[config.mk]
export PLATFORM = sky130hd
export DESIGN_NAME = mscf_front
export DESIGN_NICKNAME = d
export VERILOG_FILES = /design/src/hw/rtl/mscf_pkg.sv /design/src/hw/rtl/mscf_front.sv
export SDC_FILE = /design/constraint.sdc
export NUM_CORES = 2
export LEC_CHECK = 0
export BUFFER_PORTS_ARGS = -buffer_cell sky130_fd_sc_hd__buf_4
export CORE_MARGIN = 3
export CORE_UTILIZATION = 40
export DETAILED_ROUTE_END_ITERATION = 12
export GPL_ROUTABILITY_DRIVEN = 0
export PLACE_DENSITY = 0.71
export SETUP_SLACK_MARGIN = 0.4
export SYNTH_ARGS = -nofsm -noshare
export SYNTH_HDL_FRONTEND = slang
export SYNTH_SLANG_ARGS = --single-unit
[constraint.sdc]
create_clock -name vclk -period 24.4
set_input_delay 3.66 -clock vclk [all_inputs]
set_output_delay 3.66 -clock vclk [all_outputs]
set_load 0.01 [all_outputs]
[src/hw/rtl/mscf_pkg.sv]
// Shared types, constants and vertex tables for the filled marching-squares cell.
// No dependencies; every other file of the block imports this package.
`timescale 1ns / 1ps
package mscf_pkg;

  localparam int IB        = 12;             // cell index width
  localparam int VB        = 32;             // sample and coordinate width
  localparam int SB        = 31;             // cell size width
  localparam int DW        = VB + 1;         // shifted sample magnitude width
  localparam int CW        = ((VB > IB + SB) ? VB : IB + SB) + 2;  // corner coordinate width
  localparam int MW        = SB + DW;        // size * magnitude product width
  localparam int QB        = SB + 1;         // quotient bits produced by the divider
  localparam int DIV_STEPS = QB / 2;         // two quotient bits a cycle
  localparam int CNT_W     = 4;              // covers DIV_STEPS and up to 15 vertices
  localparam int CFG_W     = 32;
  localparam int CFG_IDX_W = 3;

  typedef enum logic [CFG_IDX_W-1:0] {
    CFG_LEVEL       = 3'd0,
    CFG_ORIGIN_X    = 3'd1,
    CFG_ORIGIN_Y    = 3'd2,
    CFG_CELL_WIDTH  = 3'd3,
    CFG_CELL_HEIGHT = 3'd4
  } cfg_idx_e;

  typedef enum logic [2:0] {
    V_LL  = 3'd0,
    V_LR  = 3'd1,
    V_UR  = 3'd2,
    V_UL  = 3'd3,
    V_BOT = 3'd4,
    V_RGT = 3'd5,
    V_TOP = 3'd6,
    V_LFT = 3'd7
  } vcode_e;

  typedef enum logic [1:0] {
    B_IDLE,
    B_DIV,
    B_EMIT
  } bstate_e;

  typedef struct packed {
    logic        [IB-1:0] cell_col;
    logic        [IB-1:0] cell_row;
    logic signed [VB-1:0] sample_ll;
    logic signed [VB-1:0] sample_lr;
    logic signed [VB-1:0] sample_ur;
    logic signed [VB-1:0] sample_ul;
  } cell_t;

  typedef struct packed {
    logic signed [VB-1:0] vertex_x;
    logic signed [VB-1:0] vertex_y;
    logic                 last_of_cell;
  } res_t;

  // Classified cell handed from the front to the back.
  typedef struct packed {
    logic        [3:0]         cls;
    logic                      quad;
    logic signed [CW-1:0]      x_base;
    logic signed [CW-1:0]      y_base;
    logic        [3:0][DW-1:0] mag;   // |sample - level|, index LL, LR, UR, UL
  } entry_t;

  function automatic logic [3:0] fill_count(input logic [3:0] cls);
    logic [3:0] n;
    case (cls)
      4'd0:                               n = 4'd0;
      4'd1, 4'd2, 4'd4, 4'd8:             n = 4'd3;
      4'd7, 4'd11, 4'd13, 4'd14:          n = 4'd9;
      default:                            n = 4'd6;
    endcase
    return n;
  endfunction

  function automatic logic [3:0] vert_count(input logic [3:0] cls, input logic quad);
    return quad ? fill_count(cls) + 4'd6 : fill_count(cls);
  endfunction

  function automatic vcode_e fill_code(input logic [3:0] cls, input logic [3:0] j);
    logic [26:0] seq;
    case (cls)
      4'd1:  seq = {V_LL, V_BOT, V_LFT, 18'd0};
      4'd2:  seq = {V_LR, V_RGT, V_BOT, 18'd0};
      4'd3:  seq = {V_LL, V_RGT, V_LFT, V_LL, V_LR, V_RGT, 9'd0};
      4'd4:  seq = {V_UR, V_TOP, V_RGT, 18'd0};
      4'd5:  seq = {V_LL, V_BOT, V_LFT, V_UR, V_TOP, V_RGT, 9'd0};
      4'd6:  seq = {V_BOT, V_UR, V_TOP, V_BOT, V_LR, V_UR, 9'd0};
      4'd7:  seq = {V_LL, V_LR, V_LFT, V_LFT, V_LR, V_TOP, V_LR, V_UR, V_TOP};
      4'd8:  seq = {V_UL, V_LFT, V_TOP, 18'd0};
      4'd9:  seq = {V_LL, V_TOP, V_UL, V_LL, V_BOT, V_TOP, 9'd0};
      4'd10: seq = {V_UL, V_LFT, V_TOP, V_LR, V_RGT, V_BOT, 9'd0};
      4'd11: seq = {V_LL, V_LR, V_RGT, V_LL, V_RGT, V_TOP, V_LL, V_TOP, V_UL};
      4'd12: seq = {V_LFT, V_UR, V_UL, V_LFT, V_RGT, V_UR, 9'd0};
      4'd13: seq = {V_LL, V_BOT, V_UL, V_UL, V_BOT, V_RGT, V_UL, V_RGT, V_UR};
      4'd14: seq = {V_BOT, V_LR, V_UR, V_BOT, V_UR, V_LFT, V_LFT, V_UR, V_UL};
      4'd15: seq = {V_LL, V_UR, V_UL, V_LL, V_LR, V_UR, 9'd0};
      default: seq = 27'd0;
    endcase
    return vcode_e'(seq[(4'd8 - j) * 3 +: 3]);
  endfunction

  // Saddle centre quad goes first, then the fixed triangulation.
  function automatic vcode_e vert_code(input logic [3:0] cls, input logic quad,
                                       input logic [3:0] k);
    vcode_e c;
    if (quad && k < 4'd6) begin
      case (k)
        4'd0:    c = V_BOT;
        4'd1:    c = V_RGT;
        4'd2:    c = V_TOP;
        4'd3:    c = V_BOT;
        4'd4:    c = V_TOP;
        default: c = V_LFT;
      endcase
    end else begin
      c = fill_code(cls, quad ? k - 4'd6 : k);
    end
    return c;
  endfunction

endpackage

[src/hw/rtl/mscf_front.sv]
// Front end: classifies corners, forms the saddle decision and the cell origin.
// Depends on mscf_pkg.
`timescale 1ns / 1ps
module mscf_front import mscf_pkg::*; (
  input  logic                 start_i,
  input  logic                 full_i,
  input  cell_t                cell_i,
  input  logic signed [VB-1:0] level_i,
  input  logic signed [VB-1:0] origin_x_i,
  input  logic signed [VB-1:0] origin_y_i,
  input  logic        [SB-1:0] cell_width_i,
  input  logic        [SB-1:0] cell_height_i,
  output logic                 push_o,
  output entry_t               entry_o
);

  logic signed [3:0][DW-1:0] v;
  logic signed [DW+1:0]      sum;
  logic        [3:0]         cls;
  logic        [IB+SB-1:0]   px, py;

  always_comb begin
    v[0] = DW'($signed(cell_i.sample_ll)) - DW'(level_i);
    v[1] = DW'($signed(cell_i.sample_lr)) - DW'(level_i);
    v[2] = DW'($signed(cell_i.sample_ur)) - DW'(level_i);
    v[3] = DW'($signed(cell_i.sample_ul)) - DW'(level_i);
    sum  = '0;
    for (int i = 0; i < 4; i++) begin
      cls[i]        = !v[i][DW-1] && (v[i] != '0);
      sum           = sum + (DW+2)'($signed(v[i]));
      entry_o.mag[i] = v[i][DW-1] ? DW'(-v[i]) : DW'(v[i]);
    end
    px = (IB+SB)'(cell_i.cell_col) * (IB+SB)'(cell_width_i);
    py = (IB+SB)'(cell_i.cell_row) * (IB+SB)'(cell_height_i);
    entry_o.cls    = cls;
    entry_o.quad   = (cls == 4'd5 || cls == 4'd10) && (sum > 0);
    entry_o.x_base = CW'(origin_x_i) + $signed(CW'(px));
    entry_o.y_base = CW'(origin_y_i) + $signed(CW'(py));
    // Drop empty cells here: they produce no beat.
    push_o = start_i && !full_i && (cls != 4'd0);
  end

endmodule

# == Yosys cells after proc, flatten, opt, wreduce, memory -nomap -nowiden ==
# Cells that the tools add are included.
# op_classes
n_addsub,13
multipliers,2
div_mod_pow,0
order_cmp,1
n_eq_ne,2
shifts,0
muxes,4
bitwise_logic,0
reduce_logical,18
# ops
operator,count
2-to-1 mux 33 bit,4
negation 33 bit,4
nonzero test 33 bit,4
subtractor 32 x 32 -> 33 bit,4
adder 32 x 44 -> 45 bit,2
multiplier 12 x 31 -> 43 bit,2
adder 34 x 33 -> 35 bit,1
adder 35 x 33 -> 35 bit,1
"greater-than comparator 35 x 1 -> 1 bit, second input constant",1
adder 33 x 33 -> 34 bit,1
logical AND 1 bit,7
logical NOT 1 bit,5
"equality test 4 x 3 -> 1 bit, second input constant",1
"equality test 4 bit, second input constant",1
nonzero test 4 bit,1
logical OR 1 bit,1
# word_totals
ff_bits,0
latch_bits,0
ramBits,0
rom_bits,0
inputBits,312
word_cells,40
n_memories,0

# == Depth between registers and ports, before layout ==
# depth
word_depth,6
depth_mapped,36
depth_no_buf,35

# == Least setup slack after synthesis ==
# No wires, ideal clock.
# synth_timing
path_type,input port to output port
start,input cell_i[146] (netlist name)
end,output entry_o[218] (netlist name)
t_arrival_ns,10.753
path_slack_ns,9.987
path_stages,32
n_path_buf,2
cell_sequence,clkbuf_1 nand2_1 fa_1 inv_1 fa_1 fa_1 fa_1 inv_1 fa_1 inv_1 ha_1 and3_1 a221oi_1 o21ai_0 a21o_1 a41o_1 a41oi_1 a22oi_1 a21oi_1 nor2b_1 o21a_1 o311a_1 o21a_1 ha_1 clkbuf_1 a21o_1 a21o_1 a21oi_1 nor2_1 a221oi_1 nor2b_1 xnor2_1
# synth_rtl
item,line,rtl
"start, declared",mscf_front.sv:7,"input cell_t cell_i,"
"end, declared",mscf_front.sv:14,output entry_t entry_o

==> impl_results.rst <==
.. list-table::
   :header-rows: 1

   * - Metric
     - Value
   * - Run status
     - finished, final reports clean
   * - Count of sequential standard cells
     - 0
   * - Cell taking the most area after synthesis
     - fa_1
   * - Fraction of layout instances using a drive strength above 1
     - 0.109
   * - GRT Total Usage
     - 0.254
   * - Period Utilization, post-route
     - 0.641
   * - Max transition margin
     - 0.173
   * - Iteration count of the initial detailed-routing pass
     - 6
   * - Post-synthesis instance total
     - around 5300
   * - Chip width
     - between 300 and 400 um
   * - GRT Max-Usage Layer
     - met2
   * - Remaining antenna violation count after routing
     - 0
   * - Via count
     - between 30000 and 40000
   * - Wire length of the first global-routing pass
     - 217 mm
   * - Met3 capacity usage during global routing
     - 0.0606
   * - DRC violations left
     - 0
   * - Cell Area, Synth
     - a little over 40000 um2
   * - Launching instance or port of the critical path
     - cell_i[131]
   * - Area contributors post-synth
     - fa_1, ha_1, inv_1
   * - Starting density of the core
     - 0.404
   * - Post-cts resize count
     - 0
   * - Wire length reported by the detailed router
     - about 140 mm
   * - Most common library cell in the layout ignoring fill and taps
     - inv_1
   * - Cell type of the slowest stage on the worst timing path
     - fa_1
   * - Worst Setup Path Type
     - in -> out
   * - Vias per std cell
     - between 5 and 6
   * - Layout Nets
     - about 7000
   * - Final-layout setup total negative slack
     - 0 ps
   * - Cell repeated most along the worst path
     - fa_1
   * - Register cell area after layout
     - 0 um2
   * - Number of rows created at floorplan
     - 116
   * - Peak clock frequency supported by timing
     - roughly 0.064 GHz
   * - Antenna violations before repair
     - 13
   * - Post-synthesis area per instance
     - 7.71 um2
   * - Required time at the endpoint of the critical path
     - just over 20000 ps
   * - Largest net degree at the start of global routing
     - 32
   * - Io pins
     - 540
   * - Die Y-Extent
     - between 300 and 400 um
   * - Buffers on Ports
     - 540
   * - Met2 Resource Use GR
     - 0.435
   * - Endpoint class of the critical path
     - output port
   * - Startpoint of the most critical hold path
     - origin_y_i[0]
   * - Distinct cells, synth
     - 100
   * - Hold Buf Count CTS
     - 0
   * - Termination of the worst setup path
     - entry_o[174]
   * - Overflow left after global routing
     - 0
   * - Grt met1 use
     - 0.319
   * - Area fraction of the dominant cell type after synthesis
     - 0.321
   * - Max-slew violation count
     - 0
   * - Number of warnings issued by yosys
     - 0
   * - Sequential element share of the synthesized area
     - 0
   * - Vias in the first global route
     - a little under 40000
   * - Maxcap violations
     - 0
   * - Routed WL per cell
     - 19.7 um
   * - CP peak stage delay
     - 530 ps
   * - Category of cells accounting for the largest share of critical-path delay
     - adder cells
   * - Final Hold Viols
     - 0
   * - Number of clock buffers in the layout
     - 0
   * - Placeable core area
     - between 100000 and 150000 um2
   * - Startpoint Class
     - primary input
   * - Post-synthesis to final-layout area growth
     - 12.6%
   * - Commonest cells after routing, fill and taps aside
     - inv_1, nand2_1, fa_1
   * - Die Area
     - 105000 um2
   * - Total stage count of the critical path
     - 32
   * - Critical path buffer and inverter count
     - 5
   * - Buffers inserted by post-CTS timing repair
     - 0
   * - Type of the worst min-delay path
     - in -> out
   * - Time the worst path needs with I/O delays and setup
     - roughly 16000 ps
   * - Synthesized netlist net count
     - between 6000 and 7000
   * - Number of failing setup endpoints in the final timing report
     - 0
   * - Iter 0 DRT Violations
     - ~3400
   * - Worst path arrival time
     - around 12000 ps
   * - Maximum fanout along the worst path
     - 31
   * - HPWL after detailed placement
     - ~120 mm
   * - Unrepaired setup endpoints after global routing
     - false
   * - Transition time at the pin with the least slew margin
     - 1220 ps
==> synthesized netlist by cell type (57+ instances only) <==
cell,n
a21o_1,131
a21oi_1,324
and2_1,217
clkbuf_1,193
fa_1,652
ha_1,419
inv_1,841
nand2_1,767
nand3_1,86
nor2_1,265
nor3_1,89
o21a_1,57
o21ai_0,191
xnor2_1,245
xor2_1,129
==> worst min-delay path: stages <==
cell and delay (ps):
buf_4 80, ha_1 120, buf_4 110
==> per-layer routing <==
| layer | up-vias | share of wire |
|---|---|---|
| li1 | 17942 | - |
| met1 | 19062 | 0.38 |
| met2 | 1813 | 0.48 |
| met3 | 247 | 0.11 |
| met4 | 10 | 0.035 |
| met5 | - | 0.00045 |
==> cells by family (layout without fill, tap and decap cells) <==
| family | count (synthesis) | in the layout | share of synthesized area |
|---|---|---|---|
| other | 0 | 7 | 0 |
| muxes | 13 | 13 | 0.00351 |
| buffers and inverters | 1038 | 1392 | 0.0960 |
| xor gates and xnor gates | 374 | 374 | 0.0807 |
| adders and majority gates | 1071 | 1071 | 0.451 |
| AOI/OAI and AO/OA | 1066 | 1066 | 0.171 |
| and+or+nand+nor | 1705 | 1705 | 0.198 |
==> final cells by class <==
class,count,area [um2]
diodes,7,17.5
fillers,10043,54700
inverters,841,3160
multi-input cells,4229,36700
well taps,1357,1700
repair buffers,551,4140
==> worst min-delay path by stage <==
stage | slack [ps] | cells after the start | end
floorplan | 7400 | 1 | entry_o[220]
global placement | 7630 | 3 | entry_o[132]
detailed placement | 7630 | 3 | entry_o[132]
CTS | 7630 | 3 | entry_o[132]
global route | 7640 | 3 | entry_o[132]
finish | 7630 | 3 | entry_o[132]
==> stage by stage <==
step	hold WS, ps	util	cell area, um2	setup WS (ps)	instances
finish	7630	0.455	45700	8760	6985
global route	7640	0.455	45700	8150	6983
CTS	7630	0.455	45700	8670	6978
detailed placement	7630	0.455	45700	8720	6978
global placement	7630	0.455	45700	8810	6978
floorplan	7400	-	40600	9990	5267
Power is not shown: default switching activity piles up to over one toggle a cycle in this logic, so the estimate is an artifact.
