===== config.mk =====
export PLATFORM = sky130hd
export DESIGN_NAME = mscf_queue
export DESIGN_NICKNAME = d
export VERILOG_FILES = /design/src/hw/rtl/mscf_pkg.sv /design/src/hw/rtl/mscf_queue.sv
export SDC_FILE = /design/constraint.sdc
export NUM_CORES = 1
export LEC_CHECK = 0
export ABC_CLOCK_PERIOD_IN_PS = 14600
export BUFFER_PORTS_ARGS = -buffer_cell sky130_fd_sc_hd__buf_2
export CORE_MARGIN = 2
export CORE_UTILIZATION = 50
export CTS_CLUSTER_SIZE = 8
export DETAILED_ROUTE_END_ITERATION = 12
export PLACE_DENSITY = 0.84
export SLEW_MARGIN = 20
export SYNTH_ARGS = -nofsm -noshare
export SYNTH_HDL_FRONTEND = slang
export SYNTH_SLANG_ARGS = --single-unit

===== constraint.sdc =====
create_clock -name clk_i -period 14.6 [get_ports clk_i]
set_input_delay 1.46 -clock clk_i [delete_from_list [all_inputs] [get_ports clk_i]]
set_output_delay 1.46 -clock clk_i [all_outputs]
set_load 0.02 [all_outputs]

===== src/hw/rtl/mscf_pkg.sv =====
// Shared types, constants and vertex tables for the filled marching-squares cell.
// No dependencies; every other file of the block imports this package.
`timescale 1ns / 1ps
package mscf_pkg;

  localparam int IB        = 12;             // cell index width
  localparam int VB        = 32;             // sample and coordinate width
  localparam int SB        = 31;             // cell size width
  localparam int DW        = VB + 1;         // shifted sample magnitude width
  localparam int CW        = ((VB > IB + SB) ? VB : IB + SB) + 2;  // corner coordinate width
  localparam int MW        = SB + DW;        // size * magnitude product width
  localparam int QB        = SB + 1;         // quotient bits produced by the divider
  localparam int DIV_STEPS = QB / 2;         // two quotient bits a cycle
  localparam int CNT_W     = 4;              // covers DIV_STEPS and up to 15 vertices
  localparam int CFG_W     = 32;
  localparam int CFG_IDX_W = 3;

  typedef enum logic [CFG_IDX_W-1:0] {
    CFG_LEVEL       = 3'd0,
    CFG_ORIGIN_X    = 3'd1,
    CFG_ORIGIN_Y    = 3'd2,
    CFG_CELL_WIDTH  = 3'd3,
    CFG_CELL_HEIGHT = 3'd4
  } cfg_idx_e;

  typedef enum logic [2:0] {
    V_LL  = 3'd0,
    V_LR  = 3'd1,
    V_UR  = 3'd2,
    V_UL  = 3'd3,
    V_BOT = 3'd4,
    V_RGT = 3'd5,
    V_TOP = 3'd6,
    V_LFT = 3'd7
  } vcode_e;

  typedef enum logic [1:0] {
    B_IDLE,
    B_DIV,
    B_EMIT
  } bstate_e;

  typedef struct packed {
    logic        [IB-1:0] cell_col;
    logic        [IB-1:0] cell_row;
    logic signed [VB-1:0] sample_ll;
    logic signed [VB-1:0] sample_lr;
    logic signed [VB-1:0] sample_ur;
    logic signed [VB-1:0] sample_ul;
  } cell_t;

  typedef struct packed {
    logic signed [VB-1:0] vertex_x;
    logic signed [VB-1:0] vertex_y;
    logic                 last_of_cell;
  } res_t;

  // Classified cell handed from the front to the back.
  typedef struct packed {
    logic        [3:0]         cls;
    logic                      quad;
    logic signed [CW-1:0]      x_base;
    logic signed [CW-1:0]      y_base;
    logic        [3:0][DW-1:0] mag;   // |sample - level|, index LL, LR, UR, UL
  } entry_t;

  function automatic logic [3:0] fill_count(input logic [3:0] cls);
    logic [3:0] n;
    case (cls)
      4'd0:                               n = 4'd0;
      4'd1, 4'd2, 4'd4, 4'd8:             n = 4'd3;
      4'd7, 4'd11, 4'd13, 4'd14:          n = 4'd9;
      default:                            n = 4'd6;
    endcase
    return n;
  endfunction

  function automatic logic [3:0] vert_count(input logic [3:0] cls, input logic quad);
    return quad ? fill_count(cls) + 4'd6 : fill_count(cls);
  endfunction

  function automatic vcode_e fill_code(input logic [3:0] cls, input logic [3:0] j);
    logic [26:0] seq;
    case (cls)
      4'd1:  seq = {V_LL, V_BOT, V_LFT, 18'd0};
      4'd2:  seq = {V_LR, V_RGT, V_BOT, 18'd0};
      4'd3:  seq = {V_LL, V_RGT, V_LFT, V_LL, V_LR, V_RGT, 9'd0};
      4'd4:  seq = {V_UR, V_TOP, V_RGT, 18'd0};
      4'd5:  seq = {V_LL, V_BOT, V_LFT, V_UR, V_TOP, V_RGT, 9'd0};
      4'd6:  seq = {V_BOT, V_UR, V_TOP, V_BOT, V_LR, V_UR, 9'd0};
      4'd7:  seq = {V_LL, V_LR, V_LFT, V_LFT, V_LR, V_TOP, V_LR, V_UR, V_TOP};
      4'd8:  seq = {V_UL, V_LFT, V_TOP, 18'd0};
      4'd9:  seq = {V_LL, V_TOP, V_UL, V_LL, V_BOT, V_TOP, 9'd0};
      4'd10: seq = {V_UL, V_LFT, V_TOP, V_LR, V_RGT, V_BOT, 9'd0};
      4'd11: seq = {V_LL, V_LR, V_RGT, V_LL, V_RGT, V_TOP, V_LL, V_TOP, V_UL};
      4'd12: seq = {V_LFT, V_UR, V_UL, V_LFT, V_RGT, V_UR, 9'd0};
      4'd13: seq = {V_LL, V_BOT, V_UL, V_UL, V_BOT, V_RGT, V_UL, V_RGT, V_UR};
      4'd14: seq = {V_BOT, V_LR, V_UR, V_BOT, V_UR, V_LFT, V_LFT, V_UR, V_UL};
      4'd15: seq = {V_LL, V_UR, V_UL, V_LL, V_LR, V_UR, 9'd0};
      default: seq = 27'd0;
    endcase
    return vcode_e'(seq[(4'd8 - j) * 3 +: 3]);
  endfunction

  // Saddle centre quad goes first, then the fixed triangulation.
  function automatic vcode_e vert_code(input logic [3:0] cls, input logic quad,
                                       input logic [3:0] k);
    vcode_e c;
    if (quad && k < 4'd6) begin
      case (k)
        4'd0:    c = V_BOT;
        4'd1:    c = V_RGT;
        4'd2:    c = V_TOP;
        4'd3:    c = V_BOT;
        4'd4:    c = V_TOP;
        default: c = V_LFT;
      endcase
    end else begin
      c = fill_code(cls, quad ? k - 4'd6 : k);
    end
    return c;
  endfunction

endpackage


===== src/hw/rtl/mscf_queue.sv =====
// Small FIFO of classified cells between front and back.
// Depends on mscf_pkg.
`timescale 1ns / 1ps
module mscf_queue import mscf_pkg::*; #(
  parameter int DEPTH = 2
) (
  input  logic   clk_i,
  input  logic   rst_ni,
  input  logic   push_i,
  input  entry_t din_i,
  input  logic   pop_i,
  output entry_t dout_o,
  output logic   empty_o,
  output logic   full_o
);

  localparam int PW = (DEPTH > 1) ? $clog2(DEPTH) : 1;
  localparam int NW = $clog2(DEPTH + 1);

  entry_t          mem_q [DEPTH];
  logic [PW-1:0]   wr_q, wr_d, rd_q, rd_d;
  logic [NW-1:0]   cnt_q, cnt_d;

  always_comb begin
    wr_d  = push_i ? ((wr_q == PW'(DEPTH - 1)) ? '0 : wr_q + 1'b1) : wr_q;
    rd_d  = pop_i  ? ((rd_q == PW'(DEPTH - 1)) ? '0 : rd_q + 1'b1) : rd_q;
    cnt_d = cnt_q + NW'(push_i) - NW'(pop_i);
  end

  assign empty_o = (cnt_q == '0);
  assign full_o  = (cnt_q == NW'(DEPTH));
  assign dout_o  = mem_q[rd_q];

  always_ff @(posedge clk_i or negedge rst_ni) begin
    if (!rst_ni) begin
      wr_q  <= '0;
      rd_q  <= '0;
      cnt_q <= '0;
    end else begin
      wr_q  <= wr_d;
      rd_q  <= rd_d;
      cnt_q <= cnt_d;
    end
  end

  always_ff @(posedge clk_i) begin
    if (push_i) begin
      mem_q[wr_q] <= din_i;
    end
  end

endmodule


-- Word-level counts from Yosys, hierarchy flattened
Memories as Yosys holds them, arrays and structs flattened.
Index checks and enable logic that the tools add are counted.
- memory bits (writable): 454
- output and inout bits: 229
- register bits after elaboration: 4
- memories kept: 1
- word-level logic and storage cells: 14
- memories (name ; words ; bits a word ; rd ports ; clocked after memory_dff ; write ports ; RTL line ; text):
    mem_q ; 2 ; 227 ; 1 ; 0 ; 1 ; mscf_queue.sv:20 ; entry_t mem_q [DEPTH];
- multiplexer cells: 4
- reduce and logical (&&, ||, !) cells: 1
- add/subtract/negate cells: 4
- eq/ne operators: 1
- operators with widths (kind ; number):
    two-way mux 1 bit ; 4
    adder 1 bit, second input constant ; 2
    adder 2 x 1 -> 2 bit ; 1
    equality test 2 bit, second input constant ; 1
    logical NOT 2 bit ; 1
    subtractor 2 x 1 -> 2 bit ; 1

-- Depth between registers and ports, before layout
Gate-level depths: netlist of the first run.
- word-level depth: 2
- depth in mapped cells: 5
- mapped depth without buffers: 5

-- Worst setup path after synthesis of the first run
No wires, ideal clock.
- kind: input-to-reg
- start point: input push_i
- end point: memory mem_q[0][0] in the netlist's numbering (enable)
- buffers on the path: 0
- data arrival time: 11237 ps
- setup slack: 2517 ps
- stages on the path: 1
- cell sequence: nor2b_1
- word-level cells in the longest chain between the ends: 2
- ends and longest elaborated chain (item ; RTL line ; text):
    start: declaration ; mscf_queue.sv:9 ; input logic push_i,
    two-way mux 1 bit ; mscf_queue.sv:47 ; if (push_i) begin
    two-way mux 1 bit (implied by the code) ; mscf_queue.sv:48 ; mem_q[wr_q] <= din_i;
    end: declaration ; mscf_queue.sv:20 ;
No other way between the ends.

==> results_dict.tcl, run 1 <==
set metrics [dict create \
    hold_end "wr_q$_DFFE_PN0P_" \
    path_clk_slew_ns 0.04 \
    period_needed_ns 4.67 \
    maxSlewViolCount 0 \
    worst-path-buf-inv 2 \
    synth_area_um2 16700 \
    holdCritPathClass "reg -> reg" \
    tns_ns 0 \
    die_h_um 187 \
    drt-initial-drc-count 529 \
    cts_resized 0 \
    p_leak_nw 8.01 \
    syn_nets 954 \
    crit_chain "buf_4, mux2_2, buf_2" \
    ys_seq_elements 458 \
    initial_core_util_pct 51.0 \
    cts_root_buffer "clkbuf_16" \
    async_reset_ff_share_pct 0.873 \
    synth.mux.area_fraction_pct 15.3 \
    finClkSkew_ns 0.0174 \
    final.period_utilization_pct 32.0 \
    hpwl_mm 22.6 \
    port_buffers 459 \
    cp_top_family "flip-flops" \
    p_total_w 0.00451 \
    cts-buffers-inserted 67 \
    insertion_delay_ns 0.54 \
    drc 0 \
    ys_warn_count 0 \
    synthFlopType "edfxtp_1" \
    finalNetCount 1465 \
    via_count 8706 \
    cts_setup_buffers 0 \
    cp-end-kind "primary output" \
    gr-total-overflow 0 \
    yosysUniqueCellTypes 12 \
    die_w_um 187 \
    grt_max_degree 80 \
    numClockSinks 458 \
    r2r_end "mem_q[0][70]$_DFFE_PP_" \
    timing.rr.start "wr_q$_DFFE_PN0P_" \
    antenna_found_initial 9 \
    grt_setup_unrepaired "false" \
    rrSetupSlack_ns 11.43 \
    drt_first_pass_iters 5 \
    drv_cap 0 \
    setup_slack_ns 9.93 \
    min_from "wr_q$_DFFE_PN0P_" \
    synth_simple_gate_area_share_pct 0.135 \
    io_pins 460 \
    routabilityCongestion 0.787 \
    cp.arrival_ns 3.21 \
    synth_xor_area_share_pct 0.248 \
    synthAdderAreaFrac_pct 0.150 \
    synth_top_family_by_area "multiplexers" \
    synth_area_leaders "edfxtp_1, mux2_2, buf_6" \
    ir_drop_mv 0.161 \
    cp.required_ns 13.14 \
    cpMaxStageDelayCell "dfrtp_4" \
    reg2reg_depth 3 \
    synth.largest_area_cell "edfxtp_1" \
    wirelength_mm 35.3 \
    ys_seq_area_share_pct 82.4 \
    finalHoldViolCount 0 \
    nFillCells 2154 \
    rows 66 \
    synth_common_cells "edfxtp_1, mux2_2, buf_6" \
    crit_type "reg -> out" \
    holdPathStages 1 \
    synth_compound_area_share_pct 0 \
    path_depth 3 \
    htreeDepth 3 \
    postRouteAntennaNets 0 \
    worst_slew_pin_slew_ns 1.04 \
    die_area_um2 34800 \
    postCtsHoldBufs 0 \
    synth_top_area_share_pct 81.8 \
    cts_buffer_depth 3 \
    track_usage_pct 20.0 \
    synth_edf_count 454 \
    grt_pass1_wl_mm 52.9 \
    status "complete, no violations" \
    cts_tree "built" \
    syn_inst 721 \
    fmax_mhz 214 \
    via_per_inst 5.15 \
    core-area_um2 32700 \
    max_slew_margin_pct 30.8 \
    p_per_area_nw_per_um2 213 \
    area_delta_synth_final_pct 27.0 \
    setup_viol 0 \
    dp_slack_ns 10.25 \
    wl_per_cell_um 20.9 \
    grt_pass1_vias 9478 \
    startpoint_type "register" \
    synth.most_common_cell "edfxtp_1" \
    slowest_delay_ns 1.07 \
    cp_max_fo 76 \
    avgSynthCellArea_um2 23.1 \
    drive_gt1_share_pct 62.0 \
]
==> routing by layer <==
| metal | global-route usage [%] | routed length [um] | vias up |
|---|---|---|---|
| met5 | 0 | 41 | - |
| met1 | 21.6 | 12500 | 4271 |
| met2 | 34.7 | 18000 | 450 |
| li1 | - | - | 3894 |
| met3 | 7.47 | 3430 | 85 |
| met4 | 10.1 | 1290 | 6 |
==> logic make-up after synthesis <==
kind of cell | after synthesis
XOR/XNOR | 3
adder cells (fa/ha/maj) | 2
buffers and inverters | 27
flip-flops | 458
multiplexers | 227
AND/OR/NAND/NOR | 4
==> where the power goes <==
group | switching, W | internal (W)
clock | 0.000488 | 0.000868
sequential | 0.0000961 | 0.00175
combinational | 0.000803 | 0.000503
==> area by class of cell <==
class,count,area [um^2],share of cell area (%)
clock buffers,76,1800,8.48
inverters,2,7.51,0.0355
clock inverters,3,42.5,0.201
diodes,6,15.0,0.0709
well taps,442,553,2.61
multi-input cells,236,2660,12.5
repair buffers,467,2360,11.1
flip-flops and latches,458,13700,64.9
==> sequential cells by signal (all words and copies together) (netlist names) <==
register / cells
cnt_q: 2
mem_q: 454
rd_q: 1
wr_q: 1
==> per-stage QoR <==
| step | hold WS [ns] | std cells | cell area (um^2) | utilization, % |
|---|---|---|---|---|
| after floorplan | 0.453 | 721 | 16700 | - |
| after global placement | 0.532 | 1605 | 19300 | 59.0 |
| after detailed placement | 0.542 | 1605 | 19300 | 59.0 |
| after CTS | 0.548 | 1684 | 21100 | 64.7 |
| after global routing | 0.569 | 1689 | 21200 | 64.7 |
| final | 0.558 | 1690 | 21200 | 64.7 |
==> how the worst max path moves through the flow <==
| stage | slack [ns] | startpoint | to |
|---|---|---|---|
| finish | 9.93 | rd_q$_DFFE_PN0P_ | dout_o[53] |
| global route | 9.76 | rd_q$_DFFE_PN0P_ | dout_o[47] |
| CTS | 9.89 | rd_q$_DFFE_PN0P_ | dout_o[53] |
| detailed placement | 10.25 | push_i | mem_q[0][27]$_DFFE_PP_ |
| global placement | 10.26 | push_i | mem_q[0][61]$_DFFE_PP_ |
| floorplan | 2.52 | push_i | mem_q[0][0]$_DFFE_PP_ |
==> placed cells by master (no fill, tap or decap) <==
| master | netlist | routed |
|---|---|---|
| buf_2 | 0 | 459 |
| edfxtp_1 | 454 | 454 |
| mux2_2 | 227 | 227 |
| clkbuf_16 | 0 | 71 |
| buf_4 | 1 | 8 |
| diode_2 | 0 | 6 |
| clkbuf_1 | 0 | 5 |
| dfrtp_1 | 4 | 3 |
| inv_1 | 2 | 2 |
| xor2_1 | 2 | 2 |
| ha_1 | 2 | 2 |
| nor2b_4 | 0 | 1 |
| nor2b_1 | 2 | 1 |
| xor3_1 | 1 | 1 |
| nor2_1 | 1 | 1 |
| and2_4 | 0 | 1 |
| inv_6 | 0 | 1 |
| bufinv_16 | 0 | 1 |
| clkinv_1 | 0 | 1 |
| dfrtp_4 | 0 | 1 |
Power figures use the tool's default switching activity.
==> run 2: changes to the inputs <==
ABC_CLOCK_PERIOD_IN_PS = 4600   (was 14600)
clock period = 4.6 ns   (was 14.6 ns; I/O delays follow)
==> run 2 against run 1 <==
  * Sequential power rose to 3.2 times the previous value
  * Clock skew down 0.0018 ns
  * Register-to-register slack worse by 9.0 ns
  * Worst hold slack worse by 0.47 ns
  * Die area unchanged
  * Via count up 1.5%
==> results_dict.tcl, run 2 (synthesis results as in run 1) <==
set metrics [dict create \
    initial_core_util_pct 51.0 \
    port_buffers 459 \
    reg2reg_depth 2 \
    maxSlewViolCount 0 \
    grt_pass1_wl_mm 55.0 \
    wirelength_mm 37.1 \
    instances_no_fill 1710 \
    drv_cap 0 \
    post_dp_cell_area_um2 19400 \
    r2r_end "mem_q[0][63]$_DFFE_PP_" \
    area_delta_synth_final_pct 27.8 \
    grt_max_degree 115 \
    timing.rr.start "wr_q$_DFFE_PN0P_" \
    track_usage_pct 21.0 \
    via_per_inst 5.17 \
    core-area_um2 32700 \
    io_pins 460 \
    drive_gt1_share_pct 61.7 \
    grt_setup_unrepaired "false" \
    path_clk_slew_ns 0.05 \
    cts-buffers-inserted 67 \
    crit_type "reg -> out" \
    cts_root_buffer "clkbuf_16" \
    cp_max_fo 70 \
    fmax_mhz 316 \
    die_area_um2 34800 \
    max_slew_margin_pct 31.6 \
    startpoint_type "register" \
    cts_setup_buffers 0 \
    cp-endpoint "dout_o[135]" \
    routabilityCongestion 0.853 \
    insertion_delay_ns 0.55 \
    cp-end-kind "primary output" \
    startpoint "rd_q$_DFFE_PN0P_" \
    die_h_um 187 \
    status "complete, no violations" \
    final.period_utilization_pct 68.8 \
    antenna_found_initial 11 \
    final_area_um2 21300 \
    rrSetupSlack_ns 2.44 \
    final_cell_mix "buf_2, edfxtp_1, mux2_2" \
    period_needed_ns 3.16 \
    layout_commonest_cell "buf_2" \
    cts_buffer_depth 3 \
    ir_drop_mv 0.581 \
    die_w_um 187 \
    largest-register "mem_q" \
    via_count 8838 \
    p_per_area_nw_per_um2 676 \
    cp.arrival_ns 2.70 \
    holdCritPathClass "in -> reg" \
    tns_ns 0 \
    worst_slew_pin_slew_ns 1.03 \
    gr-total-overflow 0 \
    largest_reg_flops 454 \
    hpwl_mm 23.8 \
    drt_first_pass_iters 4 \
    reg.largest.list "mem_q (454), cnt_q (2)" \
    p_leak_nw 8.05 \
    setup_viol 0 \
    htreeDepth 3 \
    finClkSkew_ns 0.0156 \
    drt-initial-drc-count 481 \
    finalNetCount 1471 \
    final_util_pct 65.1 \
    grt_pass1_vias 9654 \
    numClockSinks 458 \
    rows 66 \
    placed_cells 1610 \
    drc 0 \
    finalHoldViolCount 0 \
    postRouteAntennaNets 0 \
    nFillCells 2132 \
    cts_tree "built" \
    cp.required_ns 4.14 \
    wl_per_cell_um 21.7 \
]
## run 2: cell types whose count changed in the layout (fill, tap and decap cells not counted), moves of 2 or more
cell	delta
clkinv_8	+2
buf_12	+5
clkbuf_16	-2
clkbuf_1	+10
inv_6	+2
diode_2	+3
## run 2: layout make-up
| class | count | area, um^2 | share of cell area [%] |
|---|---|---|---|
| sequential | 458 | 13700 | 64.5 |
| inverter | 2 | 7.51 | 0.0353 |
| clock buffer | 84 | 1780 | 8.37 |
| timing repair buffer | 473 | 2470 | 11.6 |
| clock inverter | 6 | 63.8 | 0.300 |
| tap | 442 | 553 | 2.60 |
| antenna | 9 | 22.5 | 0.106 |
| multi-input combinational | 236 | 2660 | 12.5 |
## run 2: worst min path at each step
| stage | from | endpoint | cells after the start |
|---|---|---|---|
| after floorplan | rst_ni | cnt_q[0]$_DFF_PN0_ | 0 |
| after global placement | rst_ni | wr_q$_DFFE_PN0P_ | 1 |
| after detailed placement | rst_ni | cnt_q[1]$_DFF_PN0_ | 1 |
| after CTS | din_i[122] | mem_q[1][122]$_DFFE_PP_ | 1 |
| after global routing | din_i[168] | mem_q[0][168]$_DFFE_PP_ | 1 |
| final | din_i[74] | mem_q[1][74]$_DFFE_PP_ | 1 |
## run 2: what timing repair did
item                                    in CTS  in global routing
hold endpoints to repair                     4                  0
gates resized for setup                      0                  0
hold buffers                                 1                  0
endpoints found under the setup margin       0                  0
## run 2: metal layers
| metal | up-vias | track usage (%) | share of wire (%) |
|---|---|---|---|
| met5 | - | 0 | 0.049 |
| met4 | 4 | 11.6 | 4.0 |
| met3 | 96 | 7.86 | 9.4 |
| met2 | 461 | 36.4 | 51 |
| met1 | 4356 | 22.1 | 35 |
| li1 | 3921 | - | - |
## run 2: per-stage QoR
stage | worst slack [ns] | hold WS, ns | total power (W)
6_report | 1.44 | 0.0858 | 0.0144
5_1_grt | 1.29 | 0.0606 | 0.0150
4_1_cts | 1.36 | 0.0482 | 0.0145
2_1_floorplan | 0.308 | 0.164 | 0.00892
3_3_place_gp | 2.00 | 0.271 | 0.0100
3_5_place_dp | 1.97 | 0.275 | 0.0102
## run 2: worst max-delay path: stages (launching register included)
cell and delay [ns]:
dfrtp_4 1.09, buf_4 0.44, mux2_2 0.40, buf_2 0.17
## run 2: report_power, final
part | internal, W | switching, W | total, W
sequential | 0.00555 | 0.000324 | 0.00587
clock | 0.00268 | 0.00161 | 0.00429
combinational | 0.00166 | 0.00258 | 0.00423
==> run 3: changes to the inputs <==
ABC_CLOCK_PERIOD_IN_PS = 3250   (was 4600)
clock period = 3.25 ns   (was 4.6 ns; I/O delays follow)
==> run 3 against run 2 <==
  * First-iteration DRC count is 40% higher
  * Count of clock-buffer cells in the layout is 4 lower
  * Utilization is 7.2 points higher
  * Final cell count is 13% higher
  * Cell area is 11% higher
  * Die area stayed put
  * Global-route usage is 4.6 points higher
  * Sequential share of layout area is 6.5 points lower
  * Clock skew is 0.0030 ns lower
  * Combinational power is 57% higher
  * Setup slack worse by 0.85 ns
  * Critical endpoint is now dout_o[211]
  * Highest routed layer is now met4
==> results_dict.tcl, run 3 (synthesis results as in run 1) <==
set metrics [dict create \
    reg2reg_depth 2 \
    grt_pass1_wl_mm 67.5 \
    holdCritPathClass "in -> reg" \
    via_count 10163 \
    worst_slew_pin_slew_ns 0.722 \
    cp.arrival_ns 2.34 \
    hpwl_mm 23.1 \
    rows 66 \
    cpMaxStageDelayCell "dfrtp_4" \
    startpoint_type "register" \
    drt_first_pass_iters 5 \
    wl_met2_mm 23.2 \
    core-area_um2 32700 \
    p_total_w 0.0211 \
    htreeDepth 3 \
    maxSlewViolCount 0 \
    cp_max_fo 29 \
    p_per_area_nw_per_um2 894 \
    largest-register "mem_q" \
    worst-path-buf-inv 3 \
    area_delta_synth_final_pct 42.0 \
    initial_core_util_pct 51.0 \
    antenna_found_initial 2 \
    max_slew_margin_pct 51.9 \
    finalHoldViolCount 0 \
    port_buffers 459 \
    die_area_um2 34800 \
    final_cell_mix "buf_2, edfxtp_1, dlygate4sd3_1" \
    path_clk_slew_ns 0.05 \
    track_usage_pct 25.6 \
    cts_resized 0 \
    holdPathStages 2 \
    drv_cap 0 \
    timing.rr.start "wr_q$_DFFE_PN0P_" \
    period_needed_ns 2.67 \
    r2r_end "mem_q[1][53]$_DFFE_PP_" \
    cp.required_ns 2.92 \
    grt_setup_unrepaired "false" \
    min_from "push_i" \
    crit_chain "buf_12, buf_12, mux2_2, buf_2" \
    finClkSkew_ns 0.0126 \
    cp-end-kind "primary output" \
    rrSetupSlack_ns 1.40 \
    grt_max_degree 113 \
    final_area_um2 23700 \
    drive_gt1_share_pct 52.5 \
    nFillCells 1784 \
    reg.largest.list "mem_q (454), cnt_q (2)" \
    ir_drop_mv 0.778 \
    slowest_delay_ns 0.68 \
    cp_top_family "flip-flops" \
    fmax_mhz 375 \
    crit_type "reg -> out" \
    whs_ns 0.0375 \
    drc 0 \
    finalNetCount 1705 \
    layout_commonest_cell "buf_2" \
    die_h_um 187 \
    numClockSinks 458 \
    setup_viol 0 \
    drt-initial-drc-count 674 \
    wirelength_mm 45.0 \
    cts_buffer_depth 3 \
    met3_length_mm 4.25 \
    status "complete, no violations" \
    highest_layer "met4" \
    final.period_utilization_pct 82.1 \
    die_w_um 187 \
    cts-buffers-inserted 67 \
    via_per_inst 5.25 \
    final_util_pct 72.3 \
    routabilityCongestion 0.829 \
    met1_length_mm 16.0 \
    gr-total-overflow 0 \
    cts_tree "built" \
    p_leak_nw 9.06 \
    postRouteAntennaNets 0 \
    hold_end "wr_q$_DFFE_PN0P_" \
    largest_reg_flops 454 \
    insertion_delay_ns 0.55 \
    worst_path_most_repeated_cell "buf_12" \
    wl_per_cell_um 23.2 \
    post_dp_cell_area_um2 19500 \
    io_pins 460 \
    cts_root_buffer "clkbuf_16" \
    grt_pass1_vias 11373 \
]
run 3: cell types whose count changed in the layout (fill, tap and decap cells not counted), sizes merged:
cell	change
clkbuf	-4
diode	-7
buf	+6
bufinv	+1
clkinv	-1
dlygate4sd3	+228
inv	+2
run 3: repair_timing:
action	in CTS	in global routing
hold endpoints to repair	459	0
endpoints found under the setup margin	0	0
setup buffers	0	0
hold buffers	229	0
run 3: where the power goes:
| part | total (W) | switching [W] | internal (W) |
|---|---|---|---|
| sequential | 0.00824 | 0.000381 | 0.00786 |
| combinational | 0.00666 | 0.00403 | 0.00263 |
| clock | 0.00625 | 0.00242 | 0.00383 |
| total | 0.0211 | 0.00684 | 0.0143 |
run 3: worst max path at each step:
stage                     startpoint                     to  slack, ns  depth (start not counted)
floorplan           wr_q$_DFFE_PN0P_  mem_q[0][0]$_DFFE_PP_      -0.97                          1
global placement    rd_q$_DFFE_PN0P_            dout_o[211]       1.19                          4
detailed placement  rd_q$_DFFE_PN0P_            dout_o[211]       1.17                          4
CTS                 rd_q$_DFFE_PN0P_            dout_o[211]       0.57                          4
global route        rd_q$_DFFE_PN0P_            dout_o[211]       0.52                          4
finish              rd_q$_DFFE_PN0P_            dout_o[211]       0.58                          4
run 3: cell type report:
class,count,area [um^2],share of cell area (%)
tap,442,553,2.34
clock buffer,80,1750,7.38
inverter,2,7.51,0.0317
clock inverter,8,93.8,0.397
timing repair buffer,707,4860,20.5
sequential,458,13700,58.1
multi-input combinational,236,2660,11.2
antenna,2,5.00,0.0212
run 3: through the flow:
| step | TNS (ns) | instances | worst slack [ns] |
|---|---|---|---|
| 2_1_floorplan | -312.69 | 721 | -0.965 |
| 3_3_place_gp | 0 | 1616 | 1.19 |
| 3_5_place_dp | 0 | 1616 | 1.17 |
| 4_1_cts | 0 | 1933 | 0.574 |
| 5_1_grt | 0 | 1935 | 0.525 |
| 6_report | 0 | 1935 | 0.582 |
run 3: worst register-to-register path, stage by stage, from the launching register on:
cell and delay, ns:
dfrtp_1 0.43, and2_4 0.66, buf_4 0.42
run 3: routing by layer:
layer / track usage [%] / vias up
met2: 45.1 / 682
met3: 7.77 / 109
met5: 0 / -
li1: - / 4384
met1: 29.1 / 4988
met4: 10.7 / 0
